<file path="src/hw/rtl/pts_pkg.sv">
// ----------------------------------------------------------------------------
// pts_pkg: shared types and constants of the priority task scheduler
// Action and status codes, sequencer states and the control structs that
// pass between the scheduler core and the top level.
// ----------------------------------------------------------------------------
`default_nettype none

package pts_pkg;

  // Default sizes
  localparam int unsigned NumPrioritiesDef = 8;
  localparam int unsigned NumTasksDef      = 16;

  // Fixed field widths
  localparam int unsigned ActionW = 2;
  localparam int unsigned PrioReqW = 8;
  localparam int unsigned StatusW = 2;
  localparam int unsigned TickW   = 32;

  // Action codes
  localparam logic [ActionW-1:0] ACT_CREATE = 2'd0;
  localparam logic [ActionW-1:0] ACT_START  = 2'd1;
  localparam logic [ActionW-1:0] ACT_TICK   = 2'd2;

  // Status codes
  localparam logic [StatusW-1:0] ST_OK    = 2'd0;
  localparam logic [StatusW-1:0] ST_PRIO  = 2'd1;
  localparam logic [StatusW-1:0] ST_FULL  = 2'd2;
  localparam logic [StatusW-1:0] ST_EMPTY = 2'd3;

  // Sequencer states
  typedef enum logic [3:0] {
    S_IDLE,
    S_CREATE,
    S_TICK,
    S_ROT_HEAD,
    S_ROT_WALK,
    S_ROT_SPLICE,
    S_ROT_LINK,
    S_ROT_SELF,
    S_PICK,
    S_FIN
  } state_e;

  // Command from the top level to the core
  typedef struct packed {
    logic                go;
    logic [ActionW-1:0]  action;
    logic [PrioReqW-1:0] prio;
  } cmd_t;

  // Completion flags from the core to the top level
  typedef struct packed {
    logic               done;
    logic [StatusW-1:0] status;
    logic               sw;
  } res_flags_t;

endpackage : pts_pkg

`default_nettype wire

</file>
<file path="src/hw/rtl/pts_link_mem.sv">
// ----------------------------------------------------------------------------
// pts_link_mem: next-link store of the task queues
// One write port and one read port with registered read data.
// ----------------------------------------------------------------------------
`default_nettype none

module pts_link_mem #(
  parameter int unsigned Depth = 16,
  parameter int unsigned Width = 4
) (
  input  wire logic                     clk_i,
  input  wire logic                     we_i,
  input  wire logic [$clog2(Depth)-1:0] waddr_i,
  input  wire logic [Width-1:0]         wdata_i,
  input  wire logic                     re_i,
  input  wire logic [$clog2(Depth)-1:0] raddr_i,
  output logic      [Width-1:0]         rdata_o
);

  logic [Width-1:0] mem_q [Depth];
  logic [Width-1:0] rdata_q;

  // Write port
  always_ff @(posedge clk_i) begin
    if (we_i) begin
      mem_q[waddr_i] <= wdata_i;
    end
  end

  // Registered read port
  always_ff @(posedge clk_i) begin
    if (re_i) begin
      rdata_q <= mem_q[raddr_i];
    end
  end

  assign rdata_o = rdata_q;

endmodule : pts_link_mem

`default_nettype wire

</file>
<file path="src/hw/rtl/pts_core.sv">
// ----------------------------------------------------------------------------
// pts_core: scheduler sequencer
// Holds the ready bitmap, queue head/tail registers, slot fill count and the
// current task, and walks the linked queues through the link memory one
// access per cycle.
// ----------------------------------------------------------------------------
`default_nettype none

module pts_core #(
  parameter int unsigned NUM_PRIORITIES = pts_pkg::NumPrioritiesDef,
  parameter int unsigned NUM_TASKS      = pts_pkg::NumTasksDef,
  localparam int unsigned TaskW = $clog2(NUM_TASKS)
) (
  input  wire logic                clk_i,
  input  wire logic                rst_ni,
  input  wire pts_pkg::cmd_t       cmd_i,
  input  wire logic                out_free_i,
  output logic                     idle_o,
  output pts_pkg::res_flags_t      res_o,
  output logic [TaskW-1:0]         handle_o,
  output logic [TaskW-1:0]         prev_o,
  output logic [TaskW-1:0]         next_o
);

  import pts_pkg::*;

  localparam int unsigned PrioW = $clog2(NUM_PRIORITIES);
  localparam int unsigned CntW  = $clog2(NUM_TASKS + 1);

  state_e state_q, state_d;

  logic [ActionW-1:0]        action_q;
  logic [PrioReqW-1:0]       prio_q;
  logic [NUM_PRIORITIES-1:0] ready_map_q, ready_map_d;
  logic [PrioW-1:0]          top_q, top_d;
  logic [CntW-1:0]           cnt_q, cnt_d;
  logic [TaskW-1:0]          cur_task_q, cur_task_d;
  logic [PrioW-1:0]          cur_prio_q, cur_prio_d;
  logic                      running_q, running_d;
  logic [TaskW-1:0]          walk_q, walk_d;
  logic [CntW-1:0]           step_q, step_d;
  logic [StatusW-1:0]        status_q, status_d;
  logic                      sw_q, sw_d;
  logic [TaskW-1:0]          handle_q, handle_d;
  logic [TaskW-1:0]          prev_q, prev_d;
  logic [TaskW-1:0]          next_q, next_d;

  logic [TaskW-1:0] head_q [NUM_PRIORITIES];
  logic [TaskW-1:0] tail_q [NUM_PRIORITIES];

  // Queue register access, one index per cycle
  logic             is_start;
  logic             prio_ok;
  logic [PrioW-1:0] qidx;
  logic [TaskW-1:0] head_rd, tail_rd;
  logic             head_we, tail_we;
  logic [TaskW-1:0] head_wd, tail_wd;

  // Link memory port signals
  logic             mem_we, mem_re;
  logic [TaskW-1:0] mem_waddr, mem_wdata, mem_raddr, mem_rdata;
  logic [TaskW-1:0] slot;

  assign is_start = (action_q == ACT_START);
  assign prio_ok  = is_start || ({1'b0, prio_q} < (PrioReqW+1)'(NUM_PRIORITIES));
  // Ticks address the top priority, starts the idle priority 0, creates the requested one
  assign qidx     = (action_q == ACT_TICK) ? top_q :
                    (is_start ? '0 : prio_q[PrioW-1:0]);
  assign head_rd  = head_q[qidx];
  assign tail_rd  = tail_q[qidx];
  assign slot     = cnt_q[TaskW-1:0];

  pts_link_mem #(
    .Depth (NUM_TASKS),
    .Width (TaskW)
  ) u_link_mem (
    .clk_i   (clk_i),
    .we_i    (mem_we),
    .waddr_i (mem_waddr),
    .wdata_i (mem_wdata),
    .re_i    (mem_re),
    .raddr_i (mem_raddr),
    .rdata_o (mem_rdata)
  );

  // State register and control state
  always_ff @(posedge clk_i or negedge rst_ni) begin
    if (!rst_ni) begin
      state_q     <= S_IDLE;
      ready_map_q <= '0;
      top_q       <= '0;
      cnt_q       <= '0;
      cur_task_q  <= '0;
      cur_prio_q  <= '0;
      running_q   <= 1'b0;
    end else begin
      state_q     <= state_d;
      ready_map_q <= ready_map_d;
      top_q       <= top_d;
      cnt_q       <= cnt_d;
      cur_task_q  <= cur_task_d;
      cur_prio_q  <= cur_prio_d;
      running_q   <= running_d;
    end
  end

  // Payload registers
  always_ff @(posedge clk_i) begin
    if (cmd_i.go && (state_q == S_IDLE)) begin
      action_q <= cmd_i.action;
      prio_q   <= cmd_i.prio;
    end
    walk_q   <= walk_d;
    step_q   <= step_d;
    status_q <= status_d;
    sw_q     <= sw_d;
    handle_q <= handle_d;
    prev_q   <= prev_d;
    next_q   <= next_d;
    if (head_we) begin
      head_q[qidx] <= head_wd;
    end
    if (tail_we) begin
      tail_q[qidx] <= tail_wd;
    end
  end

  // Next state and datapath control
  always_comb begin
    state_d     = state_q;
    ready_map_d = ready_map_q;
    top_d       = top_q;
    cnt_d       = cnt_q;
    cur_task_d  = cur_task_q;
    cur_prio_d  = cur_prio_q;
    running_d   = running_q;
    walk_d      = walk_q;
    step_d      = step_q;
    status_d    = status_q;
    sw_d        = sw_q;
    handle_d    = handle_q;
    prev_d      = prev_q;
    next_d      = next_q;
    head_we     = 1'b0;
    head_wd     = head_rd;
    tail_we     = 1'b0;
    tail_wd     = tail_rd;
    mem_we      = 1'b0;
    mem_waddr   = cur_task_q;
    mem_wdata   = cur_task_q;
    mem_re      = 1'b0;
    mem_raddr   = cur_task_q;
    res_o       = '0;

    unique case (state_q)
      S_IDLE: begin
        if (cmd_i.go) begin
          status_d = ST_OK;
          sw_d     = 1'b0;
          handle_d = '0;
          prev_d   = '0;
          next_d   = '0;
          if ((cmd_i.action == ACT_CREATE) || (cmd_i.action == ACT_START)) begin
            state_d = S_CREATE;
          end else if (cmd_i.action == ACT_TICK) begin
            state_d = S_TICK;
          end else begin
            state_d = S_FIN;
          end
        end
      end

      // Slots are never freed, so the lowest free slot is the fill count
      S_CREATE: begin
        state_d = S_FIN;
        if (!prio_ok) begin
          status_d = ST_PRIO;
        end else if (cnt_q == CntW'(NUM_TASKS)) begin
          status_d = ST_FULL;
        end else begin
          mem_we    = 1'b1;
          mem_waddr = slot;
          mem_wdata = ready_map_q[qidx] ? head_rd : slot;
          if (!ready_map_q[qidx]) begin
            tail_we = 1'b1;
            tail_wd = slot;
          end
          head_we           = 1'b1;
          head_wd           = slot;
          ready_map_d[qidx] = 1'b1;
          if (qidx > top_q) begin
            top_d = qidx;
          end
          cnt_d    = cnt_q + CntW'(1);
          handle_d = slot;
          if (is_start) begin
            cur_task_d = slot;
            cur_prio_d = '0;
            running_d  = 1'b1;
          end
        end
      end

      // Top priority is tracked incrementally since bits are never cleared
      S_TICK: begin
        prev_d = cur_task_q;
        next_d = cur_task_q;
        if (ready_map_q == '0) begin
          status_d = ST_EMPTY;
          state_d  = S_FIN;
        end else if (!running_q) begin
          state_d = S_FIN;
        end else if (top_q == cur_prio_q) begin
          if (tail_rd == cur_task_q) begin
            state_d = S_PICK;
          end else if (head_rd == cur_task_q) begin
            mem_re    = 1'b1;
            mem_raddr = cur_task_q;
            state_d   = S_ROT_HEAD;
          end else begin
            walk_d    = head_rd;
            step_d    = '0;
            mem_re    = 1'b1;
            mem_raddr = head_rd;
            state_d   = S_ROT_WALK;
          end
        end else begin
          state_d = S_PICK;
        end
      end

      // Current task is the head: unlink it from the front
      S_ROT_HEAD: begin
        head_we = 1'b1;
        head_wd = mem_rdata;
        state_d = S_ROT_LINK;
      end

      // Walk the queue looking for the predecessor of the current task
      S_ROT_WALK: begin
        if (mem_rdata == cur_task_q) begin
          mem_re    = 1'b1;
          mem_raddr = cur_task_q;
          state_d   = S_ROT_SPLICE;
        end else if (walk_q == tail_rd) begin
          state_d = S_PICK;
        end else if (step_q == CntW'(NUM_TASKS - 1)) begin
          state_d = S_PICK;
        end else begin
          walk_d    = mem_rdata;
          step_d    = step_q + CntW'(1);
          mem_re    = 1'b1;
          mem_raddr = mem_rdata;
        end
      end

      // Predecessor skips over the current task
      S_ROT_SPLICE: begin
        mem_we    = 1'b1;
        mem_waddr = walk_q;
        mem_wdata = mem_rdata;
        state_d   = S_ROT_LINK;
      end

      // Old tail points at the current task
      S_ROT_LINK: begin
        mem_we    = 1'b1;
        mem_waddr = tail_rd;
        mem_wdata = cur_task_q;
        state_d   = S_ROT_SELF;
      end

      // Current task becomes the self-linked tail
      S_ROT_SELF: begin
        mem_we    = 1'b1;
        mem_waddr = cur_task_q;
        mem_wdata = cur_task_q;
        tail_we   = 1'b1;
        tail_wd   = cur_task_q;
        state_d   = S_PICK;
      end

      S_PICK: begin
        next_d = head_rd;
        if (top_q >= cur_prio_q) begin
          sw_d       = 1'b1;
          cur_task_d = head_rd;
          cur_prio_d = top_q;
        end
        state_d = S_FIN;
      end

      // Hand the result over once the output register is free
      S_FIN: begin
        if (out_free_i) begin
          res_o.done = 1'b1;
          state_d    = S_IDLE;
        end
      end

      default: begin
        state_d = S_IDLE;
      end
    endcase

    res_o.status = status_q;
    res_o.sw     = sw_q;
  end

  assign idle_o   = (state_q == S_IDLE);
  assign handle_o = handle_q;
  assign prev_o   = prev_q;
  assign next_o   = next_q;

endmodule : pts_core

`default_nettype wire

</file>
<file path="src/hw/rtl/priority_task_scheduler.sv">
// ----------------------------------------------------------------------------
// priority_task_scheduler: bitmap ready-queue scheduler with round robin
// Top level: handshakes, tick counter, configuration register and output
// register around the scheduler core.
// ----------------------------------------------------------------------------
// One item is taken at a time; in_ready_o is high only while the sequencer
// is idle. A create or start beat passes the create state before its result
// is registered; an unused action goes straight to the finish state. A tick
// finishes directly when the ready map is empty or the scheduler is not
// started, and via the pick state when no rotation is needed. A current task
// that must move to the tail of its queue is unlinked from the front if it is
// the head, else the queue is walked one link per cycle through the
// registered read port to find and splice its predecessor. A finished item
// also waits while the output register still holds an untaken result. The
// output register lets the next beat be accepted while a result waits.
// A configuration beat loads the tick counter with the written value.
`default_nettype none

module priority_task_scheduler #(
  parameter int unsigned NUM_PRIORITIES = pts_pkg::NumPrioritiesDef,
  parameter int unsigned NUM_TASKS      = pts_pkg::NumTasksDef,
  localparam int unsigned TaskW = $clog2(NUM_TASKS)
) (
  input  wire logic                         clk_i,
  input  wire logic                         rst_ni,
  // Configuration write
  input  wire logic                         cfg_valid_i,
  output logic                              cfg_ready_o,
  input  wire logic [pts_pkg::TickW-1:0]    cfg_data_i,
  // Input items
  input  wire logic                         in_valid_i,
  output logic                              in_ready_o,
  input  wire logic [pts_pkg::ActionW-1:0]  action_i,
  input  wire logic [pts_pkg::PrioReqW-1:0] priority_req_i,
  // Results
  output logic                              out_valid_o,
  input  wire logic                         out_ready_i,
  output logic [pts_pkg::StatusW-1:0]       status_o,
  output logic [TaskW-1:0]                  task_handle_o,
  output logic                              switch_needed_o,
  output logic [TaskW-1:0]                  prev_task_o,
  output logic [TaskW-1:0]                  next_task_o,
  output logic [pts_pkg::TickW-1:0]         tick_value_o
);

  import pts_pkg::*;

  cmd_t             cmd;
  res_flags_t       res;
  logic             core_idle;
  logic             in_fire;
  logic             out_free;
  logic [TaskW-1:0] core_handle, core_prev, core_next;

  logic [TickW-1:0] tick_count_q, tick_count_d;
  logic             out_valid_q, out_valid_d;

  logic [StatusW-1:0] status_q;
  logic [TaskW-1:0]   handle_q, prev_q, next_q;
  logic               sw_q;
  logic [TickW-1:0]   tick_val_q;

  assign in_ready_o  = core_idle;
  assign cfg_ready_o = 1'b1;
  assign in_fire     = in_valid_i && in_ready_o;
  assign out_free    = !out_valid_q || out_ready_i;

  assign cmd.go     = in_valid_i;
  assign cmd.action = action_i;
  assign cmd.prio   = priority_req_i;

  pts_core #(
    .NUM_PRIORITIES (NUM_PRIORITIES),
    .NUM_TASKS      (NUM_TASKS)
  ) u_core (
    .clk_i      (clk_i),
    .rst_ni     (rst_ni),
    .cmd_i      (cmd),
    .out_free_i (out_free),
    .idle_o     (core_idle),
    .res_o      (res),
    .handle_o   (core_handle),
    .prev_o     (core_prev),
    .next_o     (core_next)
  );

  // Tick counter: reload on a configuration beat, else count on a tick beat
  always_comb begin
    tick_count_d = tick_count_q;
    if (cfg_valid_i) begin
      tick_count_d = cfg_data_i;
    end else if (in_fire && (action_i == ACT_TICK)) begin
      tick_count_d = tick_count_q + TickW'(1);
    end
  end

  // Output valid: set on completion, cleared when the beat is taken
  always_comb begin
    out_valid_d = out_valid_q;
    if (res.done) begin
      out_valid_d = 1'b1;
    end else if (out_ready_i) begin
      out_valid_d = 1'b0;
    end
  end

  // Start value after reset is zero, so the counter resets to zero
  always_ff @(posedge clk_i or negedge rst_ni) begin
    if (!rst_ni) begin
      tick_count_q <= '0;
      out_valid_q  <= 1'b0;
    end else begin
      tick_count_q <= tick_count_d;
      out_valid_q  <= out_valid_d;
    end
  end

  // Result register
  always_ff @(posedge clk_i) begin
    if (res.done) begin
      status_q   <= res.status;
      sw_q       <= res.sw;
      handle_q   <= core_handle;
      prev_q     <= core_prev;
      next_q     <= core_next;
      tick_val_q <= tick_count_q;
    end
  end

  assign out_valid_o     = out_valid_q;
  assign status_o        = status_q;
  assign task_handle_o   = handle_q;
  assign switch_needed_o = sw_q;
  assign prev_task_o     = prev_q;
  assign next_task_o     = next_q;
  assign tick_value_o    = tick_val_q;

endmodule : priority_task_scheduler

`default_nettype wire

</file>
<file path="config.mk">
export PLATFORM = sky130hd
export DESIGN_NAME = priority_task_scheduler
export DESIGN_NICKNAME = d
export VERILOG_FILES = /design/src/hw/rtl/pts_pkg.sv /design/src/hw/rtl/pts_link_mem.sv /design/src/hw/rtl/pts_core.sv /design/src/hw/rtl/priority_task_scheduler.sv
export SDC_FILE = /design/constraint.sdc
export NUM_CORES = 1
export LEC_CHECK = 0
export BUFFER_PORTS_ARGS = -buffer_cell sky130_fd_sc_hd__clkbuf_2
export CAP_MARGIN = 40
export CORE_MARGIN = 4
export CORE_UTILIZATION = 54
export CTS_CLUSTER_DIAMETER = 120
export DETAILED_ROUTE_END_ITERATION = 10
export PLACE_DENSITY = 0.76
export SYNTH_ARGS = -nofsm -noshare
export SYNTH_HDL_FRONTEND = slang
export SYNTH_SLANG_ARGS = --single-unit
export TNS_END_PERCENT = 5
</file>
<file path="constraint.sdc">
create_clock -name clk_i -period 3.57 [get_ports clk_i]
set_input_delay 0.1785 -clock clk_i [delete_from_list [all_inputs] [get_ports clk_i]]
set_output_delay 0.1785 -clock clk_i [all_outputs]
set_load 0.1 [all_outputs]
</file>
==> flow_summary.yaml <==
cells_and_area:
  antenna_cells: 0
  area_growth_pct: 23.5
  drive_above_1_share_pct: 22.4
  layout_common_cells: "edfxtp_1 (213), nand2_1 (116), buf_4 (107), clkbuf_2 (95), nor2_1 (87)"
  final_common_cell: "edfxtp_1"
  fin_area_sq_um: 15600
  final_nets: 1329
logic_synthesis:
  synth_area_sq_um: 12600
  synth_warnings: 0
  ys_seq_area_share_pct: 62.9
  synth_edf_count: 213
  synth-async-reset-ratio_pct: 22.3
  synth_flop_cell: "edfxtp_1"
  ys_seq_elements: 274
  syn-instance-count: 1047
  syn_nets: 1105
  avgSynthCellArea_sq_um: 12.0
  ys_types: 71
run_status:
  violations: "setup timing"
  outcome: "finished with violations"
clocking:
  cts_made_buffers: 28
  htreeDepth: 1
  insertion_delay_ps: 540
  clkTransAtPathRegs_ps: 60
  cts_tree: "done"
  cts_buffer_depth: 3
  cts_root_buf: "clkbuf_16"
  clkSinkCount: 274
sta:
  fin_skew_ps: 14.5
  period_share_pct: 112
  period_needed_ps: 4010
  final-max-slew-violation-count: 0
  worst_pin_slew_ps: 921
  fmax_mhz: 249
  rsz0062_at_grt: "yes"
  final.setup.worst_slack_ps: -442
  finalSetupTns_ps: -1660
  max_slew_margin_pct: 38.1
  hold_violations: 0
  finalSetupViolations: 4
floorplanning:
  core_sq_um: 22800
  dieArea_sq_um: 25800
  ios: 97
  die_w_microns: 161
  fp.dieH_microns: 161
  start_util_pct: 55.3
  rows: 55
route:
  vias: 9353
  final_antenna_net_count: 0
  drcViolationCount: 0
  wl_met3_microns: 2320
  drt_iter0_drc: 983
  viasPerCell: 5.83
  wl_met2_microns: 15000
  top_layer_used: "met4"
  wl_met1_microns: 13000
  dr.pass1.iters: 6
  wl_per_cell_microns: 19.4
  drt-total-wl_microns: 31200
grt:
  grt_use_total_pct: 23.7
  grt_overflow: 0
  antenna_found_initial: 0
  grt_pass1_vias: 9328
  grt_pass1_wl_microns: 49900
  grt_max_degree: 49
job:
  drv_cap: 0
placed_design:
  portBuffers: 95
  dpl.hpwl_microns: 20500
  dpl_cell_area_sq_um: 14100
  globalplace.congestion: 0.974
critical_path:
  crit_arrival_ps: 4290
  crit_path_end_kind: "flip-flop"
  cp_max_fo: 26
  required_ps: 3850
  setup.worst_path.start_class: "flip-flop"
  criticalPathCategory: "reg2reg"
power:
  p_per_area_nw_per_um2: 843
  irDropWorstVdd_mv: 0.544
  leakagePower_nw: 6.02
hold_path:
  hp-class: "in2reg"
==> per-stage QoR <==
| step | setup WS (ps) | instances | total power, mW | utilization [%] | hold slack (ps) |
|---|---|---|---|---|---|
| floorplan | -264 | 1047 | 8.23 | - | -117 |
| global placement | -264 | 1506 | 9.78 | 61.7 | 209 |
| detailed placement | -326 | 1507 | 9.89 | 61.7 | 224 |
| CTS | -309 | 1602 | 13.0 | 68.0 | 57.6 |
| global route | -533 | 1605 | 13.8 | 68.3 | 115 |
| finish | -442 | 1605 | 13.1 | 68.3 | 82.9 |
==> final timing paths <==
kind	depth (start not counted)	startpoint	endpoint	slack (ps)
setup / recovery	14	u_core.action_q[0]	u_core.u_link_mem.rdata_o[0]	-440
hold / removal	3	cfg_valid_i	tick_count_q[10]	80
setup reg to reg	14	u_core.action_q[0]	u_core.u_link_mem.rdata_o[0]	-440
hold reg to reg	0	u_core.prev_o[0]	prev_task_o[0]	410
max in group asynchronous	3	rst_ni	tick_count_q[5]	2360
min in group asynchronous	2	rst_ni	u_core.cur_prio_q[1]	210
==> flip-flops by register name (all words and copies together) (netlist names), 5 cells and up <==
name and count:
u_core.step_q 5, tick_count_q 32, tick_value_o 32, u_core.ready_map_q 8
u_core.u_link_mem.mem_q 64, u_core.prio_q 8, u_core.cnt_q 5, u_core.tail_q 32
u_core.head_q 32
==> power breakdown <==
| group | internal [mW] | total (mW) | switching (mW) | leakage, nW |
|---|---|---|---|---|
| Combinational | 1.81 | 5.29 | 3.47 | 2.83 |
| Sequential | 4.41 | 4.77 | 0.360 | 2.70 |
| Clock | 1.86 | 3.05 | 1.19 | 0.485 |
| Total | 8.08 | 13.1 | 5.03 | 6.02 |
==> synth_stat cells (7+ instances only) <==
cell type  count  area share, %
edfxtp_1     213             51
nand2_1      116            3.5
nor2_1        88            2.6
o21ai_0       72            2.9
dfrtp_1       61             12
inv_1         37            1.1
clkbuf_1      34            1.0
mux2i_1       30            2.4
xor2_1        30            2.1
a21oi_1       24           0.95
nor3_1        22           0.87
xnor2_1       21            1.5
nand3_1       19           0.75
and3_1        17           0.84
and2_1        14           0.70
o22ai_1       14           0.70
a211oi_1      12           0.72
ha_1          11            1.1
mux2_2        11           0.98
buf_2         10           0.40
nand2b_1      10           0.50
nand4_1       10           0.50
o211ai_1      10           0.60
a221oi_1       9           0.63
a31oi_1        9           0.45
a22oi_1        7           0.42
nor2b_1        7           0.35
o21bai_1       7           0.42
or2_2          7           0.35
==> repair_timing <==
item | in CTS | in global routing
resized for setup | 5 | 12
pin swaps | 1 | 7
buffers inserted | 0 | 3
endpoints found under the hold margin | 67 | 0
hold buffers | 44 | 0
endpoints found under the setup margin | 4 | 45
==> cells by family (layout without fill, tap and decap cells) <==
group	count (synthesis)	count (layout)	share of synthesized area (%)
simple gates	353	353	13.9
flops	274	274	62.9
fa+ha+maj	11	11	1.09
mux	41	41	3.37
compound gates	224	224	12.0
other cells	1	1	0.0298
xor+xnor	51	51	3.55
buf+inv	92	337	3.20
==> final cells by class <==
| class | instances | area, sq um |
|---|---|---|
| Clock inverter | 20 | 235 |
| Clock buffer | 31 | 743 |
| Fill cell | 1538 | 7220 |
| Inverter | 37 | 139 |
| Sequential cell | 274 | 7920 |
| Tap cell | 313 | 392 |
| Timing Repair Buffer | 249 | 1780 |
| Multi-Input combinational cell | 681 | 4350 |
==> layer usage <==
layer / vias to the layer above / track usage (%)
met4: 0 / 6.75
li1: 4339 / -
met2: 428 / 39.3
met3: 79 / 4.05
met1: 4507 / 32.7
met5: - / 0
==> worst max-delay path, stage by stage, from the launching register on <==
cell and delay (ps):
edfxtp_1 420, buf_12 180, nand2b_1 210, a2111oi_0 490
o21ai_0 260, nand4_4 200, xor2_1 170, nand4b_1 230
o21a_2 320, o311ai_4 310, buf_12 220, mux2i_1 220
mux2_2 170, o22ai_1 80, a211o_1 250
(Power assumes the default switching activity.)
